==> src/hw/rtl/assert_macros.svh <==
// Assertion macros used by the RTL of the ball step block.
`ifndef ASSERT_MACROS_SVH
`define ASSERT_MACROS_SVH

// Same-cycle implication, checked at every rising edge outside reset.
`define BBS_ASSERT_IMP(lbl, clk, rstn, ante, cons) \
  lbl: assert property (@(posedge clk) disable iff (!rstn) (ante) |-> (cons)) \
    else $error("assertion failed");

// Next-cycle implication, checked at every rising edge outside reset.
`define BBS_ASSERT_NXT(lbl, clk, rstn, ante, cons) \
  lbl: assert property (@(posedge clk) disable iff (!rstn) (ante) |=> (cons)) \
    else $error("assertion failed");

`endif

==> src/hw/rtl/bbs_pkg.sv <==
// Constants for the bouncing ball step block: defaults, register map, reset values.
package bbs_pkg;

  // default fixed-point format
  localparam int FRAC_BITS_DEF = 8;
  localparam int POS_WIDTH_DEF = 24;

  // field widths
  localparam int DT_W      = 16;
  localparam int PTR_W     = 12;
  localparam int SCREEN_W  = 12;
  localparam int RADIUS_W  = 10;
  localparam int FACTOR_W  = 9;
  localparam int GRAVITY_W = 16;
  localparam int GAIN_W    = 8;
  localparam int BALL_W    = 24;
  localparam int SPEED_W   = 32;

  // channel widths
  localparam int IN_DATA_W  = 40;
  localparam int IN_USER_W  = 2;
  localparam int OUT_DATA_W = 112;
  localparam int OUT_USER_W = 1;
  localparam int CFG_ADDR_W = 5;
  localparam int CFG_DATA_W = 32;

  // register indexes (byte address = 4 * index)
  localparam logic [2:0] REG_SCREEN_WIDTH  = 3'd0;
  localparam logic [2:0] REG_SCREEN_HEIGHT = 3'd1;
  localparam logic [2:0] REG_RADIUS        = 3'd2;
  localparam logic [2:0] REG_ELASTICITY    = 3'd3;
  localparam logic [2:0] REG_FRICTION      = 3'd4;
  localparam logic [2:0] REG_GRAVITY_STEP  = 3'd5;
  localparam logic [2:0] REG_THROW_GAIN    = 3'd6;

  // register reset values
  localparam logic [SCREEN_W-1:0]  RST_SCREEN_WIDTH  = 12'd800;
  localparam logic [SCREEN_W-1:0]  RST_SCREEN_HEIGHT = 12'd600;
  localparam logic [RADIUS_W-1:0]  RST_RADIUS        = 10'd50;
  localparam logic [FACTOR_W-1:0]  RST_ELASTICITY    = 9'd230;
  localparam logic [FACTOR_W-1:0]  RST_FRICTION      = 9'd256;
  localparam logic [GRAVITY_W-1:0] RST_GRAVITY_STEP  = 16'd2560;
  localparam logic [GAIN_W-1:0]    RST_THROW_GAIN    = 8'd100;

  // ball reset state in whole pixels
  localparam int RST_CENTRE_X_PIX = 400;
  localparam int RST_CENTRE_Y_PIX = 300;
  localparam int RST_VEL_PIX      = 200;

  // rounding and scaling
  localparam int FRAME_SHIFT = 16;
  localparam int Q8_SHIFT    = 8;
  localparam int Q8_ROUND    = 128;

endpackage

==> src/hw/rtl/bouncing_ball_step.sv <==
// Bouncing ball physics step: one ball advanced by one frame per input transaction.
//
//  channel | dir | handshake                 | payload
//  --------+-----+---------------------------+-----------------------------------------
//  in_     | in  | in_tvalid / in_tready     | tdata: frame_time, pointer_x, pointer_y
//          |     |                           | tuser: button_pressed, button_released
//  out_    | out | out_tvalid / out_tready   | tdata: ball_x, ball_y, speed_x, speed_y
//          |     |                           | tuser: held
//  cfg_    | in  | APB write, pready = 1     | seven registers at byte address 4*i
//
// A dragged ball with no press only follows the pointer, and a release throws it; a free
// ball is moved, wall-tested, bounced on a hit and slowed on each axis, and a press adds
// a grab test. A sequencer runs every multiply through one shared multiplier (one
// product per cycle, registered) and every add, clamp and wall test through the step after it.
// in_tready is high only while the sequencer is idle. A finished result waits in the
// output register; the next item is taken meanwhile and stalls only at its own end.
// Reset is synchronous; there is no clearing pass.
`include "assert_macros.svh"

module bouncing_ball_step #(
  parameter int FRAC_BITS = bbs_pkg::FRAC_BITS_DEF,
  parameter int POS_WIDTH = bbs_pkg::POS_WIDTH_DEF
) (
  input  logic                            clk,
  input  logic                            rst_n,
  // frame_time[15:0], pointer_x[27:16], pointer_y[39:28]
  input  logic [bbs_pkg::IN_DATA_W-1:0]   in_tdata,
  // button_pressed[0], button_released[1]
  input  logic [bbs_pkg::IN_USER_W-1:0]   in_tuser,
  input  logic                            in_tvalid,
  output logic                            in_tready,
  // ball_x[23:0], ball_y[47:24], speed_x[79:48], speed_y[111:80]
  output logic [bbs_pkg::OUT_DATA_W-1:0]  out_tdata,
  // held[0]
  output logic [bbs_pkg::OUT_USER_W-1:0]  out_tuser,
  output logic                            out_tvalid,
  input  logic                            out_tready,
  input  logic                            cfg_psel,
  input  logic                            cfg_penable,
  input  logic                            cfg_pwrite,
  input  logic [bbs_pkg::CFG_ADDR_W-1:0]  cfg_paddr,
  input  logic [bbs_pkg::CFG_DATA_W-1:0]  cfg_pwdata,
  output logic [bbs_pkg::CFG_DATA_W-1:0]  cfg_prdata,
  output logic                            cfg_pready
);

  localparam int F   = FRAC_BITS;
  localparam int P   = POS_WIDTH;
  localparam int VW  = bbs_pkg::SPEED_W;
  localparam int RW  = bbs_pkg::RADIUS_W + F;
  localparam int AW  = ((P > VW) ? P : VW) + 2;
  localparam int BW  = ((RW + 1) > (bbs_pkg::DT_W + 1)) ? (RW + 1) : (bbs_pkg::DT_W + 1);
  localparam int PW  = AW + BW;
  localparam int XW  = PW + 2;
  localparam int OW  = bbs_pkg::BALL_W;

  localparam logic signed [XW-1:0] P_MAX = XW'((64'sd1 <<< (P - 1)) - 64'sd1);
  localparam logic signed [XW-1:0] P_MIN = -P_MAX - XW'(1);
  localparam logic signed [XW-1:0] V_MAX = XW'((64'sd1 <<< (VW - 1)) - 64'sd1);
  localparam logic signed [XW-1:0] V_MIN = -V_MAX - XW'(1);
  localparam logic signed [XW-1:0] O_MAX = XW'((64'sd1 <<< (OW - 1)) - 64'sd1);
  localparam logic signed [XW-1:0] O_MIN = -O_MAX - XW'(1);
  localparam logic signed [XW-1:0] ROUND_X = XW'(bbs_pkg::Q8_ROUND);
  localparam logic signed [XW-1:0] CX_RST = XW'(bbs_pkg::RST_CENTRE_X_PIX) <<< F;
  localparam logic signed [XW-1:0] CY_RST = XW'(bbs_pkg::RST_CENTRE_Y_PIX) <<< F;
  localparam logic signed [VW-1:0] VEL_RST = VW'(bbs_pkg::RST_VEL_PIX) <<< F;

  // sequencer codes
  localparam logic [4:0] ST_IDLE = 5'd0;
  localparam logic [4:0] ST_MDT  = 5'd1;   // velocity * frame time
  localparam logic [4:0] ST_ADD  = 5'd2;   // move
  localparam logic [4:0] ST_WALL = 5'd3;   // wall test and clamp
  localparam logic [4:0] ST_MBNC = 5'd4;   // -velocity * elasticity
  localparam logic [4:0] ST_BNCW = 5'd5;
  localparam logic [4:0] ST_MFRC = 5'd6;   // velocity * friction
  localparam logic [4:0] ST_FRCW = 5'd7;
  localparam logic [4:0] ST_DRAG = 5'd8;
  localparam logic [4:0] ST_DIFF = 5'd9;   // distance to pointer
  localparam logic [4:0] ST_RSQ  = 5'd10;
  localparam logic [4:0] ST_SQX  = 5'd11;
  localparam logic [4:0] ST_SQY  = 5'd12;
  localparam logic [4:0] ST_CMP  = 5'd13;
  localparam logic [4:0] ST_GRAB = 5'd14;
  localparam logic [4:0] ST_RMUL = 5'd15;  // displacement * gain
  localparam logic [4:0] ST_RELW = 5'd16;
  localparam logic [4:0] ST_FIN  = 5'd17;

  function automatic logic signed [P-1:0] sat_p(input logic signed [XW-1:0] v);
    if (v > P_MAX) return P_MAX[P-1:0];
    if (v < P_MIN) return P_MIN[P-1:0];
    return v[P-1:0];
  endfunction

  function automatic logic signed [VW-1:0] sat_v(input logic signed [XW-1:0] v);
    if (v > V_MAX) return V_MAX[VW-1:0];
    if (v < V_MIN) return V_MIN[VW-1:0];
    return v[VW-1:0];
  endfunction

  function automatic logic signed [OW-1:0] sat_o(input logic signed [XW-1:0] v);
    if (v > O_MAX) return O_MAX[OW-1:0];
    if (v < O_MIN) return O_MIN[OW-1:0];
    return v[OW-1:0];
  endfunction

  // configuration
  logic [bbs_pkg::SCREEN_W-1:0]  cfg_w_r, cfg_h_r;
  logic [bbs_pkg::RADIUS_W-1:0]  cfg_r_r;
  logic [bbs_pkg::FACTOR_W-1:0]  cfg_e_r, cfg_f_r;
  logic [bbs_pkg::GRAVITY_W-1:0] cfg_g_r;
  logic [bbs_pkg::GAIN_W-1:0]    cfg_gain_r;
  logic                          cfg_wr;
  logic [2:0]                    cfg_idx;

  // control and ball state
  logic [4:0]             state_r, state_nxt, post_state;
  logic                   ax_r, ax_nxt;
  logic                   far_r, far_nxt;
  logic                   drag_r, drag_nxt;
  logic                   out_valid_r, out_valid_nxt;
  logic signed [P-1:0]    pos_x_r, pos_x_nxt, pos_y_r, pos_y_nxt;
  logic signed [VW-1:0]   vel_x_r, vel_x_nxt, vel_y_r, vel_y_nxt;
  logic signed [P-1:0]    grab_x_r, grab_x_nxt, grab_y_r, grab_y_nxt;
  logic signed [P-1:0]    last_x_r, last_x_nxt, last_y_r, last_y_nxt;

  // payload
  logic [bbs_pkg::DT_W-1:0]        dt_r;
  logic [bbs_pkg::PTR_W-1:0]       ptx_r, pty_r;
  logic                            press_r, rel_r;
  logic [RW-1:0]                   dx_r, dx_nxt, dy_r, dy_nxt;
  logic [2*RW-1:0]                 rsq_r, rsq_nxt, acc_r, acc_nxt;
  logic signed [PW-1:0]            prod_r;
  logic signed [AW-1:0]            mul_a;
  logic signed [BW-1:0]            mul_b;
  logic [bbs_pkg::OUT_DATA_W-1:0]  out_data_r, out_data_nxt;
  logic                            out_held_r, out_held_nxt;

  // current-axis views
  logic signed [P-1:0]           pos_c, grab_c, last_c;
  logic signed [VW-1:0]          vel_c;
  logic [bbs_pkg::PTR_W-1:0]     ptr_c;
  logic [bbs_pkg::SCREEN_W-1:0]  size_c;
  logic [RW-1:0]                 r_w;
  logic signed [XW-1:0]          pos_cx, grab_cx, ptr_cx, r_x, s_x, prod_x;
  logic signed [XW-1:0]          step_x, q8_x, diff_x, abs_x, hi_x, lo_x, g_x;
  logic                          hit_hi, hit_lo, in_acc;
  logic [2*RW:0]                 sq_sum;

  assign cfg_pready = 1'b1;
  assign cfg_wr     = cfg_psel & cfg_penable & cfg_pwrite & cfg_pready;
  assign cfg_idx    = cfg_paddr[4:2];

  always_comb begin
    unique case (cfg_idx)
      bbs_pkg::REG_SCREEN_WIDTH:  cfg_prdata = bbs_pkg::CFG_DATA_W'(cfg_w_r);
      bbs_pkg::REG_SCREEN_HEIGHT: cfg_prdata = bbs_pkg::CFG_DATA_W'(cfg_h_r);
      bbs_pkg::REG_RADIUS:        cfg_prdata = bbs_pkg::CFG_DATA_W'(cfg_r_r);
      bbs_pkg::REG_ELASTICITY:    cfg_prdata = bbs_pkg::CFG_DATA_W'(cfg_e_r);
      bbs_pkg::REG_FRICTION:      cfg_prdata = bbs_pkg::CFG_DATA_W'(cfg_f_r);
      bbs_pkg::REG_GRAVITY_STEP:  cfg_prdata = bbs_pkg::CFG_DATA_W'(cfg_g_r);
      bbs_pkg::REG_THROW_GAIN:    cfg_prdata = bbs_pkg::CFG_DATA_W'(cfg_gain_r);
      default:                    cfg_prdata = '0;
    endcase
  end

  always_ff @(posedge clk) begin
    if (!rst_n) begin
      cfg_w_r    <= bbs_pkg::RST_SCREEN_WIDTH;
      cfg_h_r    <= bbs_pkg::RST_SCREEN_HEIGHT;
      cfg_r_r    <= bbs_pkg::RST_RADIUS;
      cfg_e_r    <= bbs_pkg::RST_ELASTICITY;
      cfg_f_r    <= bbs_pkg::RST_FRICTION;
      cfg_g_r    <= bbs_pkg::RST_GRAVITY_STEP;
      cfg_gain_r <= bbs_pkg::RST_THROW_GAIN;
    end else if (cfg_wr) begin
      unique case (cfg_idx)
        bbs_pkg::REG_SCREEN_WIDTH:  cfg_w_r    <= cfg_pwdata[bbs_pkg::SCREEN_W-1:0];
        bbs_pkg::REG_SCREEN_HEIGHT: cfg_h_r    <= cfg_pwdata[bbs_pkg::SCREEN_W-1:0];
        bbs_pkg::REG_RADIUS:        cfg_r_r    <= cfg_pwdata[bbs_pkg::RADIUS_W-1:0];
        bbs_pkg::REG_ELASTICITY:    cfg_e_r    <= cfg_pwdata[bbs_pkg::FACTOR_W-1:0];
        bbs_pkg::REG_FRICTION:      cfg_f_r    <= cfg_pwdata[bbs_pkg::FACTOR_W-1:0];
        bbs_pkg::REG_GRAVITY_STEP:  cfg_g_r    <= cfg_pwdata[bbs_pkg::GRAVITY_W-1:0];
        bbs_pkg::REG_THROW_GAIN:    cfg_gain_r <= cfg_pwdata[bbs_pkg::GAIN_W-1:0];
        default: ;
      endcase
    end
  end

  assign in_tready  = (state_r == ST_IDLE);
  assign in_acc     = in_tvalid & in_tready;
  assign out_tvalid = out_valid_r;
  assign out_tdata  = out_data_r;
  assign out_tuser  = out_held_r;

  assign pos_c  = ax_r ? pos_y_r  : pos_x_r;
  assign vel_c  = ax_r ? vel_y_r  : vel_x_r;
  assign grab_c = ax_r ? grab_y_r : grab_x_r;
  assign last_c = ax_r ? last_y_r : last_x_r;
  assign ptr_c  = ax_r ? pty_r    : ptx_r;
  assign size_c = ax_r ? cfg_h_r  : cfg_w_r;
  assign r_w    = {cfg_r_r, {F{1'b0}}};

  assign pos_cx  = XW'(pos_c);
  assign grab_cx = XW'(grab_c);
  assign ptr_cx  = XW'({ptr_c, {F{1'b0}}});
  assign r_x     = XW'(r_w);
  assign s_x     = XW'({size_c, {F{1'b0}}});
  assign prod_x  = XW'(prod_r);
  assign step_x  = prod_x >>> bbs_pkg::FRAME_SHIFT;
  assign q8_x    = (prod_x + ROUND_X) >>> bbs_pkg::Q8_SHIFT;
  assign diff_x  = pos_cx - ptr_cx;
  assign abs_x   = diff_x[XW-1] ? -diff_x : diff_x;
  assign hi_x    = pos_cx + r_x;
  assign lo_x    = pos_cx - r_x;
  assign hit_hi  = hi_x > s_x;
  assign hit_lo  = lo_x[XW-1];
  assign g_x     = ax_r ? XW'(cfg_g_r) : '0;
  assign sq_sum  = {1'b0, acc_r} + {1'b0, prod_r[2*RW-1:0]};

  // after the motion update: press test has priority over release
  assign post_state = press_r ? ST_DIFF : ((rel_r && drag_r) ? ST_RMUL : ST_FIN);

  always_comb begin
    state_nxt     = state_r;
    ax_nxt        = ax_r;
    far_nxt       = far_r;
    drag_nxt      = drag_r;
    out_valid_nxt = out_valid_r & ~out_tready;
    pos_x_nxt     = pos_x_r;
    pos_y_nxt     = pos_y_r;
    vel_x_nxt     = vel_x_r;
    vel_y_nxt     = vel_y_r;
    grab_x_nxt    = grab_x_r;
    grab_y_nxt    = grab_y_r;
    last_x_nxt    = last_x_r;
    last_y_nxt    = last_y_r;
    dx_nxt        = dx_r;
    dy_nxt        = dy_r;
    rsq_nxt       = rsq_r;
    acc_nxt       = acc_r;
    out_data_nxt  = out_data_r;
    out_held_nxt  = out_held_r;
    mul_a         = '0;
    mul_b         = '0;
    unique case (state_r)
      ST_IDLE: begin
        if (in_acc) begin
          ax_nxt    = 1'b0;
          far_nxt   = 1'b0;
          state_nxt = drag_r ? ST_DRAG : ST_MDT;
        end
      end
      ST_MDT: begin
        mul_a     = AW'(vel_c);
        mul_b     = BW'(dt_r);
        state_nxt = ST_ADD;
      end
      ST_ADD: begin
        if (ax_r) pos_y_nxt = sat_p(pos_cx + step_x);
        else      pos_x_nxt = sat_p(pos_cx + step_x);
        state_nxt = ST_WALL;
      end
      ST_WALL: begin
        // right/bottom wall first, then left/top
        if (hit_hi) begin
          if (ax_r) pos_y_nxt = sat_p(s_x - r_x);
          else      pos_x_nxt = sat_p(s_x - r_x);
          state_nxt = ST_MBNC;
        end else if (hit_lo) begin
          if (ax_r) pos_y_nxt = sat_p(r_x);
          else      pos_x_nxt = sat_p(r_x);
          state_nxt = ST_MBNC;
        end else begin
          state_nxt = ST_MFRC;
        end
      end
      ST_MBNC: begin
        mul_a     = -AW'(vel_c);
        mul_b     = BW'(cfg_e_r);
        state_nxt = ST_BNCW;
      end
      ST_BNCW: begin
        if (ax_r) vel_y_nxt = sat_v(q8_x);
        else      vel_x_nxt = sat_v(q8_x);
        state_nxt = ST_MFRC;
      end
      ST_MFRC: begin
        mul_a     = AW'(vel_c);
        mul_b     = BW'(cfg_f_r);
        state_nxt = ST_FRCW;
      end
      ST_FRCW: begin
        // gravity only on the vertical axis
        if (ax_r) vel_y_nxt = sat_v(q8_x + g_x);
        else      vel_x_nxt = sat_v(q8_x + g_x);
        if (ax_r) begin
          ax_nxt    = 1'b0;
          state_nxt = post_state;
        end else begin
          ax_nxt    = 1'b1;
          state_nxt = ST_MDT;
        end
      end
      ST_DRAG: begin
        if (ax_r) pos_y_nxt = sat_p(ptr_cx - grab_cx);
        else      pos_x_nxt = sat_p(ptr_cx - grab_cx);
        ax_nxt = ~ax_r;
        if (ax_r) state_nxt = post_state;
      end
      ST_DIFF: begin
        // anything farther than one radius on an axis is outside
        if (abs_x > r_x) far_nxt = 1'b1;
        if (ax_r) dy_nxt = abs_x[RW-1:0];
        else      dx_nxt = abs_x[RW-1:0];
        ax_nxt = ~ax_r;
        if (ax_r) state_nxt = ST_RSQ;
      end
      ST_RSQ: begin
        mul_a     = AW'(r_w);
        mul_b     = BW'(r_w);
        state_nxt = ST_SQX;
      end
      ST_SQX: begin
        rsq_nxt   = prod_r[2*RW-1:0];
        mul_a     = AW'(dx_r);
        mul_b     = BW'(dx_r);
        state_nxt = ST_SQY;
      end
      ST_SQY: begin
        acc_nxt   = prod_r[2*RW-1:0];
        mul_a     = AW'(dy_r);
        mul_b     = BW'(dy_r);
        state_nxt = ST_CMP;
      end
      ST_CMP: begin
        if (!far_r && (sq_sum <= {1'b0, rsq_r})) begin
          drag_nxt  = 1'b1;
          ax_nxt    = 1'b0;
          state_nxt = ST_GRAB;
        end else begin
          state_nxt = ST_FIN;
        end
      end
      ST_GRAB: begin
        if (ax_r) grab_y_nxt = sat_p(ptr_cx - pos_cx);
        else      grab_x_nxt = sat_p(ptr_cx - pos_cx);
        ax_nxt = ~ax_r;
        if (ax_r) state_nxt = ST_FIN;
      end
      ST_RMUL: begin
        mul_a     = AW'(pos_c) - AW'(last_c);
        mul_b     = BW'(cfg_gain_r);
        state_nxt = ST_RELW;
      end
      ST_RELW: begin
        if (ax_r) vel_y_nxt = sat_v(prod_x);
        else      vel_x_nxt = sat_v(prod_x);
        ax_nxt = ~ax_r;
        if (ax_r) begin
          drag_nxt  = 1'b0;
          state_nxt = ST_FIN;
        end else begin
          state_nxt = ST_RMUL;
        end
      end
      ST_FIN: begin
        // hold here while the previous result is still waiting
        if (!out_valid_r || out_tready) begin
          out_data_nxt  = {vel_y_r, vel_x_r, sat_o(XW'(pos_y_r)), sat_o(XW'(pos_x_r))};
          out_held_nxt  = drag_r;
          out_valid_nxt = 1'b1;
          last_x_nxt    = pos_x_r;
          last_y_nxt    = pos_y_r;
          state_nxt     = ST_IDLE;
        end
      end
      default: state_nxt = ST_IDLE;
    endcase
  end

  always_ff @(posedge clk) begin
    if (!rst_n) begin
      state_r     <= ST_IDLE;
      ax_r        <= 1'b0;
      far_r       <= 1'b0;
      drag_r      <= 1'b0;
      out_valid_r <= 1'b0;
      pos_x_r     <= sat_p(CX_RST);
      pos_y_r     <= sat_p(CY_RST);
      vel_x_r     <= VEL_RST;
      vel_y_r     <= VEL_RST;
      grab_x_r    <= '0;
      grab_y_r    <= '0;
      last_x_r    <= '0;
      last_y_r    <= '0;
    end else begin
      state_r     <= state_nxt;
      ax_r        <= ax_nxt;
      far_r       <= far_nxt;
      drag_r      <= drag_nxt;
      out_valid_r <= out_valid_nxt;
      pos_x_r     <= pos_x_nxt;
      pos_y_r     <= pos_y_nxt;
      vel_x_r     <= vel_x_nxt;
      vel_y_r     <= vel_y_nxt;
      grab_x_r    <= grab_x_nxt;
      grab_y_r    <= grab_y_nxt;
      last_x_r    <= last_x_nxt;
      last_y_r    <= last_y_nxt;
    end
  end

  always_ff @(posedge clk) begin
    if (in_acc) begin
      dt_r    <= in_tdata[15:0];
      ptx_r   <= in_tdata[27:16];
      pty_r   <= in_tdata[39:28];
      press_r <= in_tuser[0];
      rel_r   <= in_tuser[1];
    end
    prod_r     <= mul_a * mul_b;
    dx_r       <= dx_nxt;
    dy_r       <= dy_nxt;
    rsq_r      <= rsq_nxt;
    acc_r      <= acc_nxt;
    out_data_r <= out_data_nxt;
    out_held_r <= out_held_nxt;
  end

  `BBS_ASSERT_NXT(a_busy_after_accept, clk, rst_n, in_acc, !in_tready)
  `BBS_ASSERT_IMP(a_held_matches_state, clk, rst_n,
                  (state_r == ST_IDLE) && out_valid_r, out_held_r == drag_r)
  `BBS_ASSERT_NXT(a_far_never_grabs, clk, rst_n,
                  (state_r == ST_CMP) && far_r, drag_r == $past(drag_r))
  `BBS_ASSERT_IMP(a_result_from_fin, clk, rst_n, $rose(out_valid_r), $past(state_r) == ST_FIN)

endmodule
==> config.mk <==
export PLATFORM = sky130hd
export DESIGN_NAME = bouncing_ball_step
export DESIGN_NICKNAME = d
export VERILOG_FILES = /design/src/hw/rtl/bbs_pkg.sv /design/src/hw/rtl/bouncing_ball_step.sv
export VERILOG_INCLUDE_DIRS = /design/src /design/src/hw/rtl
export SDC_FILE = /design/constraint.sdc
export NUM_CORES = 2
export LEC_CHECK = 0
export BUFFER_PORTS_ARGS = -buffer_cell sky130_fd_sc_hd__clkbuf_2
export CAP_MARGIN = 20
export CORE_ASPECT_RATIO = 1.5
export CORE_MARGIN = 2
export CORE_UTILIZATION = 40
export CTS_BUF_LIST = sky130_fd_sc_hd__clkbuf_4 sky130_fd_sc_hd__clkbuf_8
export DETAILED_ROUTE_END_ITERATION = 10
export GPL_TIMING_DRIVEN = 0
export PLACE_DENSITY = 0.64
export SYNTH_ARGS = -nofsm -noshare
export SYNTH_HDL_FRONTEND = slang
export SYNTH_SLANG_ARGS = --single-unit
==> constraint.sdc <==
create_clock -name clk -period 25.1 [get_ports clk]
set_clock_uncertainty 0.2 [all_clocks]
set_input_delay 2.51 -clock clk [delete_from_list [all_inputs] [get_ports clk]]
set_output_delay 2.51 -clock clk [all_outputs]
set_load 0.005 [all_outputs]
==> flow_summary.json <==
{
  "boundaryPins": 234,
  "max_freq_mhz": 51.8,
  "hp-start": "vel_x_r[21]",
  "synth_warnings": 0,
  "clk_pin_slew_worst_paths_ns": 0.08,
  "wl_um": 262000,
  "die_height_um": 480,
  "p_comb_frac": 0.440,
  "whs_ns": 0.257,
  "slowest_stage": "mux2i_1",
  "required_ns": 25.70,
  "reg2reg_from": "ax_r",
  "p_sw_frac": 0.445,
  "antenna_found_initial": 23,
  "clock_path_buffers": 3,
  "grt_usage": 0.336,
  "power.leakage_nw": 29.7,
  "max-slew-margin-rel": 0.0643,
  "critPathCaptureType": "flip-flop",
  "final_common_cell": "inv_1",
  "drive_above_1_share": 0.0835,
  "grt_max_degree": 60,
  "ctsHoldBuffers": 0,
  "num_vias": 54600,
  "hold_viol_final": 0,
  "pwr-share-seq": 0.299,
  "hpwlAfterDp_um": 213000,
  "coreArea_mm2": 0.150,
  "cts-htree-levels": 3,
  "dr.pass1.iters": 9,
  "p_clk_frac": 0.260,
  "area_growth_pct": 11.0,
  "first_iter_violations": 5226,
  "p_int_w": 0.00218,
  "hold_depth": 0,
  "ys_seq_area_frac": 0.246,
  "cp-startpoint": "ax_r",
  "slew_violations": 0,
  "rows": 174,
  "grt-ovfl-total": 0,
  "synthFlopType": "dfxtp_1",
  "wl_per_cell_um": 28.2,
  "cts_buffers": 99,
  "setup-tns-final_ns": 0,
  "run_status": "complete, no violations",
  "syn-instance-count": 6845,
  "die_x_um": 321,
  "gp_congestion": 1.09,
  "slowest_delay_ns": 0.90,
  "r2r.worst_path.cells": 47,
  "cts_root_buffer": "clkbuf_8",
  "grt_first_pass_wirelength_um": 373000,
  "layout.nets": 8311,
  "most-common-layout-cells": "932 x inv_1, 765 x nand2_1, 596 x fa_1",
  "drc": 0,
  "peakVddDrop_mv": 0.0451,
  "tightest_slew_ns": 1.40,
  "worst_skew_pair.late_latency_ns": 0.91,
  "p_total_w": 0.00393,
  "cp.arrival_ns": 19.90,
  "crit_top_cell": "inv_1",
  "ys_ff_latch": 609,
  "cts_sinks": 609,
  "port_buffers": 195,
  "cts_setup_buffers": 0,
  "synthDistinctLibCells": 104,
  "start_util": 0.403,
  "cp_max_fo": 10,
  "grt_pass1_vias": 54800,
  "period_minus_slack_ns": 19.30,
  "startpoint_type": "flip-flop",
  "cts_tree": "yes",
  "cts_resized": 0,
  "viasPerCell": 5.88,
  "async_flop_share": 0,
  "drv_cap": 0,
  "power_switching_w": 0.00175,
  "synth-edff-count": 263,
  "ant_nets": 0,
  "setup_viol": 0,
  "powerDensity_mw_per_mm2": 58.6,
  "synth_area_mm2": 0.0604,
  "rsz0062_at_grt": "no",
  "criticalPathCategory": "flip-flop to flip-flop",
  "avgSynthCellArea_um2": 8.82,
  "hold_path.class": "flip-flop to flip-flop",
  "die_area_mm2": 0.154,
  "min_period_over_period": 0.769
}
==> registers in the layout (all words and copies together) (netlist names), 10 cells and up <==
register / flops
dx_r: 18
ptx_r: 12
acc_r: 36
cfg_r_r: 10
grab_x_r: 24
dt_r: 16
cfg_g_r: 16
grab_y_r: 24
vel_y_r: 32
cfg_h_r: 12
prod_r: 53
pos_x_r: 24
vel_x_r: 32
out_tdata: 112
pty_r: 12
last_y_r: 24
last_x_r: 24
pos_y_r: 24
cfg_w_r: 12
rsq_r: 36
dy_r: 18
==> power groups by stage <==
stage	logic [W]	clock network, W	registers, W
finish	0.00173	0.00102	0.00118
global route	0.00184	0.00107	0.00117
CTS	0.00166	0.00103	0.00117
detailed placement	0.00165	0	0.00119
global placement	0.00162	0	0.00120
floorplan	0.00108	0	0.00114
==> cells by family (layout without fill, tap and decap cells) <==
| group | count (synthesis) | in the layout | share of synthesized area |
|---|---|---|---|
| AO/OA/AOI/OAI | 1458 | 1458 | 0.163 |
| XOR/XNOR | 310 | 310 | 0.0451 |
| flip-flops | 609 | 609 | 0.246 |
| adder cells (fa/ha/maj) | 973 | 973 | 0.276 |
| other | 2 | 62 | 0.000124 |
| multiplexers | 180 | 180 | 0.0303 |
| AND/OR/NAND/NOR | 2005 | 2005 | 0.156 |
| buffers and inverters | 1308 | 1751 | 0.0840 |
==> worst max-delay path, delay by kind of cell, from the launching register on <==
kind	cells	cell delay [ns]
AOI/OAI and AO/OA	11	3.41
xor gates and xnor gates	1	0.10
adders and majority gates	8	3.95
buffers and inverters	19	8.07
DFF	1	0.47
muxes	1	0.90
and+or+nand+nor	7	1.99
==> per-stage QoR <==
step / worst slack, ns / std cells / area, um2 / util
3_3_place_gp: 3.42 / 9026 / 64000 / 0.427
6_report: 5.80 / 9284 / 67000 / 0.447
3_5_place_dp: 6.64 / 9075 / 64600 / 0.431
4_1_cts: 6.52 / 9262 / 66900 / 0.447
2_1_floorplan: 12.14 / 6895 / 60600 / -
5_1_grt: 6.07 / 9277 / 67000 / 0.447
==> Yosys cell counts (36+ instances only) <==
library cell / n / area, um2
clkbuf_1: 309 / 1160
nand4_1: 66 / 413
o21a_1: 62 / 465
edfxtp_1: 263 / 7900
a211oi_1: 39 / 293
or3_1: 36 / 225
nand3_1: 109 / 546
a21o_1: 124 / 931
a21oi_1: 378 / 1890
nor2b_1: 78 / 488
xor2_1: 111 / 972
nor2_1: 487 / 1830
mux2i_1: 165 / 1650
fa_1: 596 / 11900
nor3_1: 113 / 566
xnor2_1: 198 / 1730
and2_1: 72 / 450
inv_1: 932 / 3500
nor4_1: 47 / 294
nand2_1: 765 / 2870
and3_1: 43 / 269
a21boi_0: 116 / 871
dfxtp_1: 346 / 6930
nand2b_1: 72 / 450
ha_1: 377 / 4720
a31oi_1: 45 / 282
o21ai_0: 268 / 1340
==> routing by layer <==
metal	track usage	wire length, um
met3	0.0684	22100
met2	0.544	119000
met1	0.365	89500
met4	0.323	30700
met5	0	66
==> final timing paths <==
check                                      to  slack [ns]
worst max register to register     prod_r[51]        5.80
worst max-delay path               prod_r[51]        5.80
worst min register to register  out_tdata[69]        0.26
worst min-delay path            out_tdata[69]        0.26
==> layout make-up <==
type | count | area (um2)
fill | 14700 | 82800
multi-input combinational | 4978 | 40800
sequential | 609 | 14800
inverter | 934 | 3510
tap | 1936 | 2420
clock buffer | 142 | 1760
buffer | 374 | 1570
timing repair buffer | 256 | 1560
clock inverter | 45 | 513
antenna | 10 | 25.0
(Power assumes the default switching activity.)
